$ cat config.mk
export PLATFORM = sky130hd
export DESIGN_NAME = radix_integer_to_ascii
export DESIGN_NICKNAME = d
export VERILOG_FILES = /design/src/rtl/rita_pkg.sv /design/src/rtl/rita_front.sv /design/src/rtl/rita_fifo.sv /design/src/rtl/rita_back.sv /design/src/rtl/radix_integer_to_ascii.sv
export SDC_FILE = /design/constraint.sdc
export NUM_CORES = 1
export LEC_CHECK = 0
export ABC_AREA = 1
export BUFFER_PORTS_ARGS = -buffer_cell sky130_fd_sc_hd__buf_2
export CAP_MARGIN = 20
export CORE_MARGIN = 4
export CORE_UTILIZATION = 62
export CTS_CLUSTER_DIAMETER = 120
export DETAILED_ROUTE_END_ITERATION = 16
export PLACE_DENSITY = 0.8
export SLEW_MARGIN = 20
export SYNTH_ARGS = -nofsm -noshare
export SYNTH_HDL_FRONTEND = slang
export SYNTH_SLANG_ARGS = --single-unit
export TNS_END_PERCENT = 50
$ cat constraint.sdc
create_clock -name clk -period 4.4 [get_ports clk]
set_input_delay 0.44 -clock clk [delete_from_list [all_inputs] [get_ports clk]]
set_output_delay 0.44 -clock clk [all_outputs]
set_load 0.01 [all_outputs]
$ cat src/rtl/rita_pkg.sv
`timescale 1ns / 1ps
// ----------------------------------------------------------------------------
// rita_pkg
// shared widths, constants, types and the digit-to-ascii mapping for the
// radix integer-to-ascii converter
// ----------------------------------------------------------------------------
package rita_pkg;

    localparam int VALUE_BITS_DEFAULT = 32;
    localparam int IN_BITS            = 32;
    localparam int IN_TDATA_BITS      = ((IN_BITS + 7) / 8) * 8;
    localparam int RADIX_BITS         = 6;
    localparam int DIGIT_BITS         = 5;
    localparam int CHAR_BITS          = 7;
    localparam int OUT_TDATA_BITS     = ((CHAR_BITS + 7) / 8) * 8;
    localparam int QUEUE_DEPTH        = 2;
    localparam int QPTR_BITS          = (QUEUE_DEPTH > 1) ? $clog2(QUEUE_DEPTH) : 1;
    localparam int QCNT_BITS          = $clog2(QUEUE_DEPTH + 1);

    localparam logic [RADIX_BITS-1:0] RADIX_MIN   = RADIX_BITS'(2);
    localparam logic [RADIX_BITS-1:0] RADIX_MAX   = RADIX_BITS'(32);
    localparam logic [RADIX_BITS-1:0] RADIX_RESET = RADIX_BITS'(10);

    localparam logic [DIGIT_BITS-1:0] DIGIT_LIMIT   = DIGIT_BITS'(10);
    localparam logic [CHAR_BITS-1:0]  CHAR_ZERO     = CHAR_BITS'(48);
    localparam logic [CHAR_BITS-1:0]  CHAR_LETTER_A = CHAR_BITS'(65);
    localparam logic [CHAR_BITS-1:0]  CHAR_NONE     = '0;

    typedef struct packed {
        logic                  bad;
        logic [RADIX_BITS-1:0] radix;
    } rita_ctl_t;

    function automatic logic [CHAR_BITS-1:0] digit_char(input logic [DIGIT_BITS-1:0] d);
        logic [CHAR_BITS-1:0] c;
        if (d >= DIGIT_LIMIT)
        begin
            c = CHAR_LETTER_A + CHAR_BITS'(d) - CHAR_BITS'(DIGIT_LIMIT);
        end
        else
        begin
            c = CHAR_ZERO + CHAR_BITS'(d);
        end
        return c;
    endfunction

endpackage

$ cat src/rtl/rita_front.sv
`timescale 1ns / 1ps
// ----------------------------------------------------------------------------
// rita_front
// holds the radix register, accepts input beats and tags each job as valid
// or bad radix before it enters the job queue
// ----------------------------------------------------------------------------
module rita_front
    import rita_pkg::*;
#(
    parameter int VAL_W = VALUE_BITS_DEFAULT
)
(
    input  logic                     clk,
    input  logic                     rst_n,
    input  logic                     cfg_we,
    input  logic [RADIX_BITS-1:0]    cfg_wdata,
    input  logic                     s_axis_tvalid,
    output logic                     s_axis_tready,
    input  logic [IN_TDATA_BITS-1:0] s_axis_tdata,
    input  logic                     q_full,
    output logic                     q_push,
    output logic [VAL_W-1:0]         q_value,
    output rita_ctl_t                q_ctl
);

    logic [RADIX_BITS-1:0] radix_reg;
    logic [RADIX_BITS-1:0] radix_next;

    always_comb
    begin
        radix_next = cfg_we ? cfg_wdata : radix_reg;
    end

    always_ff @(posedge clk or negedge rst_n)
    begin
        if (!rst_n)
        begin
            radix_reg <= RADIX_RESET;
        end
        else
        begin
            radix_reg <= radix_next;
        end
    end

    always_comb
    begin
        s_axis_tready = !q_full;
        q_push        = s_axis_tvalid && !q_full;
        q_value       = s_axis_tdata[VAL_W-1:0];
        q_ctl.bad     = (radix_reg < RADIX_MIN) || (radix_reg > RADIX_MAX);
        q_ctl.radix   = radix_reg;
    end

endmodule

$ cat src/rtl/rita_fifo.sv
`timescale 1ns / 1ps
// ----------------------------------------------------------------------------
// rita_fifo
// short job queue between the front and the conversion engine
// ----------------------------------------------------------------------------
module rita_fifo
    import rita_pkg::*;
#(
    parameter int DATA_BITS = VALUE_BITS_DEFAULT
)
(
    input  logic                 clk,
    input  logic                 rst_n,
    input  logic                 push,
    input  logic [DATA_BITS-1:0] push_data,
    output logic                 full,
    input  logic                 pop,
    output logic [DATA_BITS-1:0] pop_data,
    output logic                 empty
);

    logic [DATA_BITS-1:0] mem_reg [QUEUE_DEPTH];
    logic [QPTR_BITS-1:0] wr_ptr_reg;
    logic [QPTR_BITS-1:0] wr_ptr_next;
    logic [QPTR_BITS-1:0] rd_ptr_reg;
    logic [QPTR_BITS-1:0] rd_ptr_next;
    logic [QCNT_BITS-1:0] cnt_reg;
    logic [QCNT_BITS-1:0] cnt_next;
    logic                 do_push;
    logic                 do_pop;

    always_comb
    begin
        full     = (cnt_reg == QCNT_BITS'(QUEUE_DEPTH));
        empty    = (cnt_reg == '0);
        do_push  = push && !full;
        do_pop   = pop && !empty;
        pop_data = mem_reg[rd_ptr_reg];

        wr_ptr_next = wr_ptr_reg;
        rd_ptr_next = rd_ptr_reg;
        cnt_next    = cnt_reg;
        if (do_push)
        begin
            wr_ptr_next = (wr_ptr_reg == QPTR_BITS'(QUEUE_DEPTH - 1)) ? '0
                                                                      : wr_ptr_reg + 1'b1;
        end
        if (do_pop)
        begin
            rd_ptr_next = (rd_ptr_reg == QPTR_BITS'(QUEUE_DEPTH - 1)) ? '0
                                                                      : rd_ptr_reg + 1'b1;
        end
        if (do_push && !do_pop)
        begin
            cnt_next = cnt_reg + 1'b1;
        end
        else if (do_pop && !do_push)
        begin
            cnt_next = cnt_reg - 1'b1;
        end
    end

    always_ff @(posedge clk or negedge rst_n)
    begin
        if (!rst_n)
        begin
            wr_ptr_reg <= '0;
            rd_ptr_reg <= '0;
            cnt_reg    <= '0;
        end
        else
        begin
            wr_ptr_reg <= wr_ptr_next;
            rd_ptr_reg <= rd_ptr_next;
            cnt_reg    <= cnt_next;
        end
    end

    always_ff @(posedge clk)
    begin
        if (do_push)
        begin
            mem_reg[wr_ptr_reg] <= push_data;
        end
    end

endmodule

$ cat src/rtl/rita_back.sv
`timescale 1ns / 1ps
// ----------------------------------------------------------------------------
// rita_back
// conversion engine: bit-serial division by the radix, one digit per pass,
// digits stacked and then sent most significant first through an output
// register
// ----------------------------------------------------------------------------
module rita_back
    import rita_pkg::*;
#(
    parameter int VAL_W = VALUE_BITS_DEFAULT
)
(
    input  logic                      clk,
    input  logic                      rst_n,
    input  logic                      job_valid,
    input  logic [VAL_W-1:0]          job_value,
    input  rita_ctl_t                 job_ctl,
    output logic                      job_pop,
    output logic                      m_axis_tvalid,
    input  logic                      m_axis_tready,
    output logic [OUT_TDATA_BITS-1:0] m_axis_tdata,
    output logic                      m_axis_tlast,
    output logic                      m_axis_tuser
);

    localparam int IW = (VAL_W > 1) ? $clog2(VAL_W) : 1;
    localparam int CW = $clog2(VAL_W + 1);

    typedef enum logic [3:0] {
        ST_IDLE = 4'b0001,
        ST_DIV  = 4'b0010,
        ST_EMIT = 4'b0100,
        ST_BAD  = 4'b1000
    } rita_state_t;

    rita_state_t           state_reg;
    rita_state_t           state_next;
    logic [VAL_W-1:0]      val_reg;
    logic [VAL_W-1:0]      val_next;
    logic [DIGIT_BITS-1:0] rem_reg;
    logic [DIGIT_BITS-1:0] rem_next;
    logic [RADIX_BITS-1:0] radix_reg;
    logic [RADIX_BITS-1:0] radix_next;
    logic [IW-1:0]         step_reg;
    logic [IW-1:0]         step_next;
    logic [CW-1:0]         cnt_reg;
    logic [CW-1:0]         cnt_next;
    logic [CW-1:0]         cnt_dec;
    logic [DIGIT_BITS-1:0] digit_reg [VAL_W];
    logic                  digit_we;

    logic                  m_valid_reg;
    logic                  m_valid_next;
    logic [CHAR_BITS-1:0]  m_char_reg;
    logic [CHAR_BITS-1:0]  m_char_next;
    logic                  m_last_reg;
    logic                  m_last_next;
    logic                  m_bad_reg;
    logic                  m_bad_next;

    logic [RADIX_BITS-1:0] trial;
    logic                  ge;
    logic [DIGIT_BITS-1:0] rem_step;
    logic [VAL_W-1:0]      val_step;
    logic                  out_free;

    always_comb
    begin
        trial    = {rem_reg, val_reg[VAL_W-1]};
        ge       = (trial >= radix_reg);
        rem_step = ge ? DIGIT_BITS'(trial - radix_reg) : trial[DIGIT_BITS-1:0];
        val_step = {val_reg[VAL_W-2:0], ge};
        cnt_dec  = cnt_reg - CW'(1);
        out_free = !m_valid_reg || m_axis_tready;

        state_next   = state_reg;
        val_next     = val_reg;
        rem_next     = rem_reg;
        radix_next   = radix_reg;
        step_next    = step_reg;
        cnt_next     = cnt_reg;
        digit_we     = 1'b0;
        job_pop      = 1'b0;
        m_valid_next = m_valid_reg && !m_axis_tready;
        m_char_next  = m_char_reg;
        m_last_next  = m_last_reg;
        m_bad_next   = m_bad_reg;

        case (state_reg)
            ST_IDLE:
            begin
                if (job_valid)
                begin
                    job_pop    = 1'b1;
                    radix_next = job_ctl.radix;
                    val_next   = job_value;
                    rem_next   = '0;
                    step_next  = '0;
                    cnt_next   = '0;
                    state_next = job_ctl.bad ? ST_BAD : ST_DIV;
                end
            end
            ST_DIV:
            begin
                rem_next  = rem_step;
                val_next  = val_step;
                step_next = step_reg + 1'b1;
                if (step_reg == IW'(VAL_W - 1))
                begin
                    // one digit done: stack remainder, continue on quotient
                    digit_we  = 1'b1;
                    cnt_next  = cnt_reg + 1'b1;
                    rem_next  = '0;
                    step_next = '0;
                    if (val_step == '0)
                    begin
                        state_next = ST_EMIT;
                    end
                end
            end
            ST_EMIT:
            begin
                if (out_free)
                begin
                    m_valid_next = 1'b1;
                    m_char_next  = digit_char(digit_reg[cnt_dec[IW-1:0]]);
                    m_last_next  = (cnt_reg == CW'(1));
                    m_bad_next   = 1'b0;
                    cnt_next     = cnt_dec;
                    if (cnt_reg == CW'(1))
                    begin
                        state_next = ST_IDLE;
                    end
                end
            end
            ST_BAD:
            begin
                if (out_free)
                begin
                    m_valid_next = 1'b1;
                    m_char_next  = CHAR_NONE;
                    m_last_next  = 1'b1;
                    m_bad_next   = 1'b1;
                    state_next   = ST_IDLE;
                end
            end
            default:
            begin
                state_next = ST_IDLE;
            end
        endcase
    end

    always_ff @(posedge clk or negedge rst_n)
    begin
        if (!rst_n)
        begin
            state_reg   <= ST_IDLE;
            step_reg    <= '0;
            cnt_reg     <= '0;
            m_valid_reg <= 1'b0;
        end
        else
        begin
            state_reg   <= state_next;
            step_reg    <= step_next;
            cnt_reg     <= cnt_next;
            m_valid_reg <= m_valid_next;
        end
    end

    always_ff @(posedge clk)
    begin
        val_reg    <= val_next;
        rem_reg    <= rem_next;
        radix_reg  <= radix_next;
        m_char_reg <= m_char_next;
        m_last_reg <= m_last_next;
        m_bad_reg  <= m_bad_next;
        if (digit_we)
        begin
            digit_reg[cnt_reg[IW-1:0]] <= rem_step;
        end
    end

    always_comb
    begin
        m_axis_tvalid = m_valid_reg;
        m_axis_tdata  = OUT_TDATA_BITS'(m_char_reg);
        m_axis_tlast  = m_last_reg;
        m_axis_tuser  = m_bad_reg;
    end

endmodule

$ cat src/rtl/radix_integer_to_ascii.sv
`timescale 1ns / 1ps
// ----------------------------------------------------------------------------
// radix_integer_to_ascii
// converts an unsigned integer into ascii digits in a configurable radix,
// most significant digit first, last digit marked with tlast
// ----------------------------------------------------------------------------
// channel   dir  tdata                    tlast        tuser
// s_axis    in   [31:0] value             -            -
// m_axis    out  [6:0] digit_char, [7] 0  last digit   bad_radix
// cfg       in   cfg_wdata[5:0] radix, written when cfg_we is high
//
// a value is taken from the queue when the engine is idle; each digit comes from
// one pass of the bit-serial divider over all W value bits (W = min(VALUE_BITS,
// 32)); digits then leave one per cycle while the output is not stalled. a bad
// radix job gives a lone last beat with zero data. reset clears control state and
// sets the radix to 10. a two-beat job queue takes input while the engine works;
// a stalled output holds in its register and stalls the engine, then the input.
// ----------------------------------------------------------------------------
module radix_integer_to_ascii
    import rita_pkg::*;
#(
    parameter int VALUE_BITS = VALUE_BITS_DEFAULT
)
(
    input  logic                      clk,
    input  logic                      rst_n,
    input  logic                      cfg_we,
    input  logic [RADIX_BITS-1:0]     cfg_wdata,
    input  logic                      s_axis_tvalid,
    output logic                      s_axis_tready,
    input  logic [IN_TDATA_BITS-1:0]  s_axis_tdata,  // [31:0] value
    output logic                      m_axis_tvalid,
    input  logic                      m_axis_tready,
    output logic [OUT_TDATA_BITS-1:0] m_axis_tdata,  // [6:0] digit_char, [7] zero
    output logic                      m_axis_tlast,
    output logic                      m_axis_tuser   // [0] bad_radix
);

    localparam int VAL_W  = (VALUE_BITS < IN_BITS) ? VALUE_BITS : IN_BITS;
    localparam int CTL_W  = $bits(rita_ctl_t);
    localparam int JOB_W  = CTL_W + VAL_W;

    logic              q_push;
    logic              q_full;
    logic              q_pop;
    logic              q_empty;
    logic [VAL_W-1:0]  front_value;
    rita_ctl_t         front_ctl;
    logic [JOB_W-1:0]  q_in;
    logic [JOB_W-1:0]  q_out;
    logic [VAL_W-1:0]  job_value;
    rita_ctl_t         job_ctl;

    rita_front #(
        .VAL_W (VAL_W)
    ) u_front (
        .clk           (clk),
        .rst_n         (rst_n),
        .cfg_we        (cfg_we),
        .cfg_wdata     (cfg_wdata),
        .s_axis_tvalid (s_axis_tvalid),
        .s_axis_tready (s_axis_tready),
        .s_axis_tdata  (s_axis_tdata),
        .q_full        (q_full),
        .q_push        (q_push),
        .q_value       (front_value),
        .q_ctl         (front_ctl)
    );

    assign q_in      = {front_ctl, front_value};
    assign job_value = q_out[VAL_W-1:0];
    assign job_ctl   = rita_ctl_t'(q_out[JOB_W-1:VAL_W]);

    rita_fifo #(
        .DATA_BITS (JOB_W)
    ) u_fifo (
        .clk       (clk),
        .rst_n     (rst_n),
        .push      (q_push),
        .push_data (q_in),
        .full      (q_full),
        .pop       (q_pop),
        .pop_data  (q_out),
        .empty     (q_empty)
    );

    rita_back #(
        .VAL_W (VAL_W)
    ) u_back (
        .clk           (clk),
        .rst_n         (rst_n),
        .job_valid     (!q_empty),
        .job_value     (job_value),
        .job_ctl       (job_ctl),
        .job_pop       (q_pop),
        .m_axis_tvalid (m_axis_tvalid),
        .m_axis_tready (m_axis_tready),
        .m_axis_tdata  (m_axis_tdata),
        .m_axis_tlast  (m_axis_tlast),
        .m_axis_tuser  (m_axis_tuser)
    );

endmodule

==> impl_metrics.ini <==
[critical_path]
cp_max_fo = 60
worstSetupPathType = reg -> reg
critPathSlowestCell = buf_4
crit_family = simple AND/OR/NAND/NOR gates
arrival_ns = 3.64
startpoint_type = register
path_cells = inv_2 -> buf_4 -> nand4_1 -> nand2_1 -> inv_2 -> nand3_1 -> nand3_1 -> nand2_2 -> inv_1 -> ha_1 -> nand3_2 -> nand3_4 -> nor2_1 -> nor2_1
end_kind = register
crit_buf_inv = 4
crit_required_ns = 4.71
critPathMaxStageDelay_ns = 0.61

[logic_synthesis]
synth_cell_types = 44
synthesis.nets = 1300
syn_area_sq_um = 13700
synth_area_leader_cell = edfxtp_1
yosys-top-cells-area = edfxtp_1 (64%), nand2_1 (8.3%), nand3_1 (4.3%), dfrtp_1 (4.2%), nor2_1 (3.9%)
ys_seq_area_frac = 0.683
yosysWarnings = 0
syn_inst = 1240
synth_seq_cells = 316
synth_top_area_frac = 0.636
postSynthAreaPerCell_sq_um = 11.0

[floorplanning]
die_h_microns = 157
die_area_sq_um = 24500
start_util = 0.630
num_rows = 54
core_sq_um = 21800
die_w_microns = 157
ioPinCount = 55

[global_route]
grt_pass1_vias = 8846
grt_pass1_wl_mm = 45.5
antenna_found_initial = 0
grt_overflow = 0
grt_usage = 0.233
use_met3 = 0.0371
use_met1 = 0.297
globalRouteMet2Util = 0.407
busiest_layer = met2
grt_max_degree = 89

[clock_network]
clock_path_buffers = 3
ctsResizeCount = 0
numClockSinks = 316
cts_hold_buf = 1
insertion_delay_ns = 0.56
cts_buffers = 31
htree_levels = 1
cts_tree = built
post-cts-setup-buffers = 0
clk_pin_slew_ns = 0.06
root_buffer = clkbuf_16

[cells_and_area]
post-route-util = 0.691
nets = 1347
fillers = 1542
largest_register_ff_count = 160
n_antenna_cell = 0
area_growth_pct = 9.64
final_cell_mix = nand2_1 (304), edfxtp_1 (290), nor2_1 (139)
layout-drive-gt1-share = 0.106
design_area_sq_um = 15000
final_common_cell = nand2_1

[power]
p_seq_frac = 0.399
power_density_nw_per_um2 = 850
swShare = 0.406
p_clk_frac = 0.183
p_comb_frac = 0.417
p_switching_mw = 5.19
power_mw = 12.8
power_leakage_nw = 5.96
p_int_mw = 7.58
irDropWorstVdd_mv = 0.546

[sta]
final_max_slew_viol_count = 0
max_freq_mhz = 301
fin_setup_tns_ns = 0
relSlewSlack = 0.285
min_period_over_period = 0.755
worst_slew_pin_slew_ns = 1.07
hold_violations = 0
whs_ns = 0.0708
period_needed_ns = 3.32
clock_skew_ns = 0.0125
setup_viol = 0
rsz0062_at_grt = false

[route]
post-route-drc-count = 0
first_pass_iters = 6
drt_iter0_markers = 1058
viasPerCell = 5.69
vias = 9042
drtAntennaViolNets = 0
drt_wl_total_mm = 28.5
wl_per_cell_microns = 18.0

[placement]
dp_hpwl_mm = 18.3
dpl_cell_area_sq_um = 14100
gp_congestion = 0.977
io_buffers = 53

[hold_path]
min_path_type = in -> reg

[outcome]
status = finished, final reports clean

[flow_run]
cap_violations = 0
-- per-layer routing --
layer  up-vias  routed length, microns
met5         -                       0
met4         0                    1090
met3        73                    2120
met2       395                   14500
met1      4292                   10900
li1       4282                       -
-- final timing paths --
kind	cells past startpoint	start	slack, ns	end
min	1	s_axis_tdata[4]	0.07	u_fifo.mem_reg[1][4]$_DFFE_PP_
max in group asynchronous	2	rst_n	3.50	u_back.cnt_reg[0]$_DFFE_PN0P_
min reg2reg	1	u_fifo.cnt_reg[0]$_DFFE_PN0P_	0.48	u_fifo.cnt_reg[0]$_DFFE_PN0P_
max	14	u_back.cnt_reg[0]$_DFFE_PN0P_	1.08	u_back.m_char_reg[1]$_SDFFCE_PP0P_
min in group asynchronous	2	rst_n	0.45	u_back.m_axis_tvalid$_DFF_PN0_
max reg2reg	14	u_back.cnt_reg[0]$_DFFE_PN0P_	1.08	u_back.m_char_reg[1]$_SDFFCE_PP0P_
-- synth_stat cells, drive strengths merged --
cell,instances
a22o,2
a21o,1
a41oi,1
buf,38
inv,135
a31oi,33
a21oi,10
nor3,7
nor4,7
conb,1
a32o,1
o31ai,2
xor2,6
o21ai,49
edfxtp,290
or2,1
xnor2,4
nand2,312
fa,1
ha,16
clkbuf,18
nand4,9
a32oi,1
nand3,121
dfstp,3
mux2i,2
dfrtp,23
nor2,141
o22ai,1
a211oi,1
o211ai,2
mux2,1
-- power by group through the flow --
stage	registers (mW)	logic, mW	clock network [mW]
2_1_floorplan	5.08	3.85	0
3_3_place_gp	5.13	5.01	0
3_5_place_dp	5.15	5.23	0
4_1_cts	5.10	5.26	2.36
5_1_grt	5.14	5.92	2.49
6_report	5.10	5.33	2.34
-- per-stage QoR --
stage | setup WS, ns | cells
global placement | 1.25 | 1530
global route | 0.827 | 1589
detailed placement | 1.14 | 1531
floorplan | 1.15 | 1240
CTS | 1.10 | 1587
finish | 1.08 | 1589
-- logic make-up after synthesis --
family                   count (synthesis)  synth area share
AO/OA/AOI/OAI                          104            0.0445
AND/OR/NAND/NOR                        598             0.184
other                                    1          0.000274
adder cells (fa/ha/maj)                 17            0.0161
flip-flops                             316             0.683
XOR/XNOR                                10           0.00694
buffers and inverters                  191            0.0627
multiplexers                             3           0.00228
-- layout make-up --
class / instances / area (sq um) / area share
sequential: 316 / 9360 / 0.623
multi-input combinational: 733 / 3500 / 0.233
clock buffer: 38 / 802 / 0.0534
inverter: 135 / 507 / 0.0337
timing repair buffer: 70 / 418 / 0.0278
tap: 280 / 350 / 0.0233
clock inverter: 17 / 80.1 / 0.00533
-- worst register-to-register path, delay by kind of cell (launching register included) --
kind | cells | cell delay, ns
fa+ha+maj | 1 | 0.20
simple gates | 9 | 1.28
buf+inv | 4 | 1.20
flops | 1 | 0.40
Power figures use the tool's default switching activity.
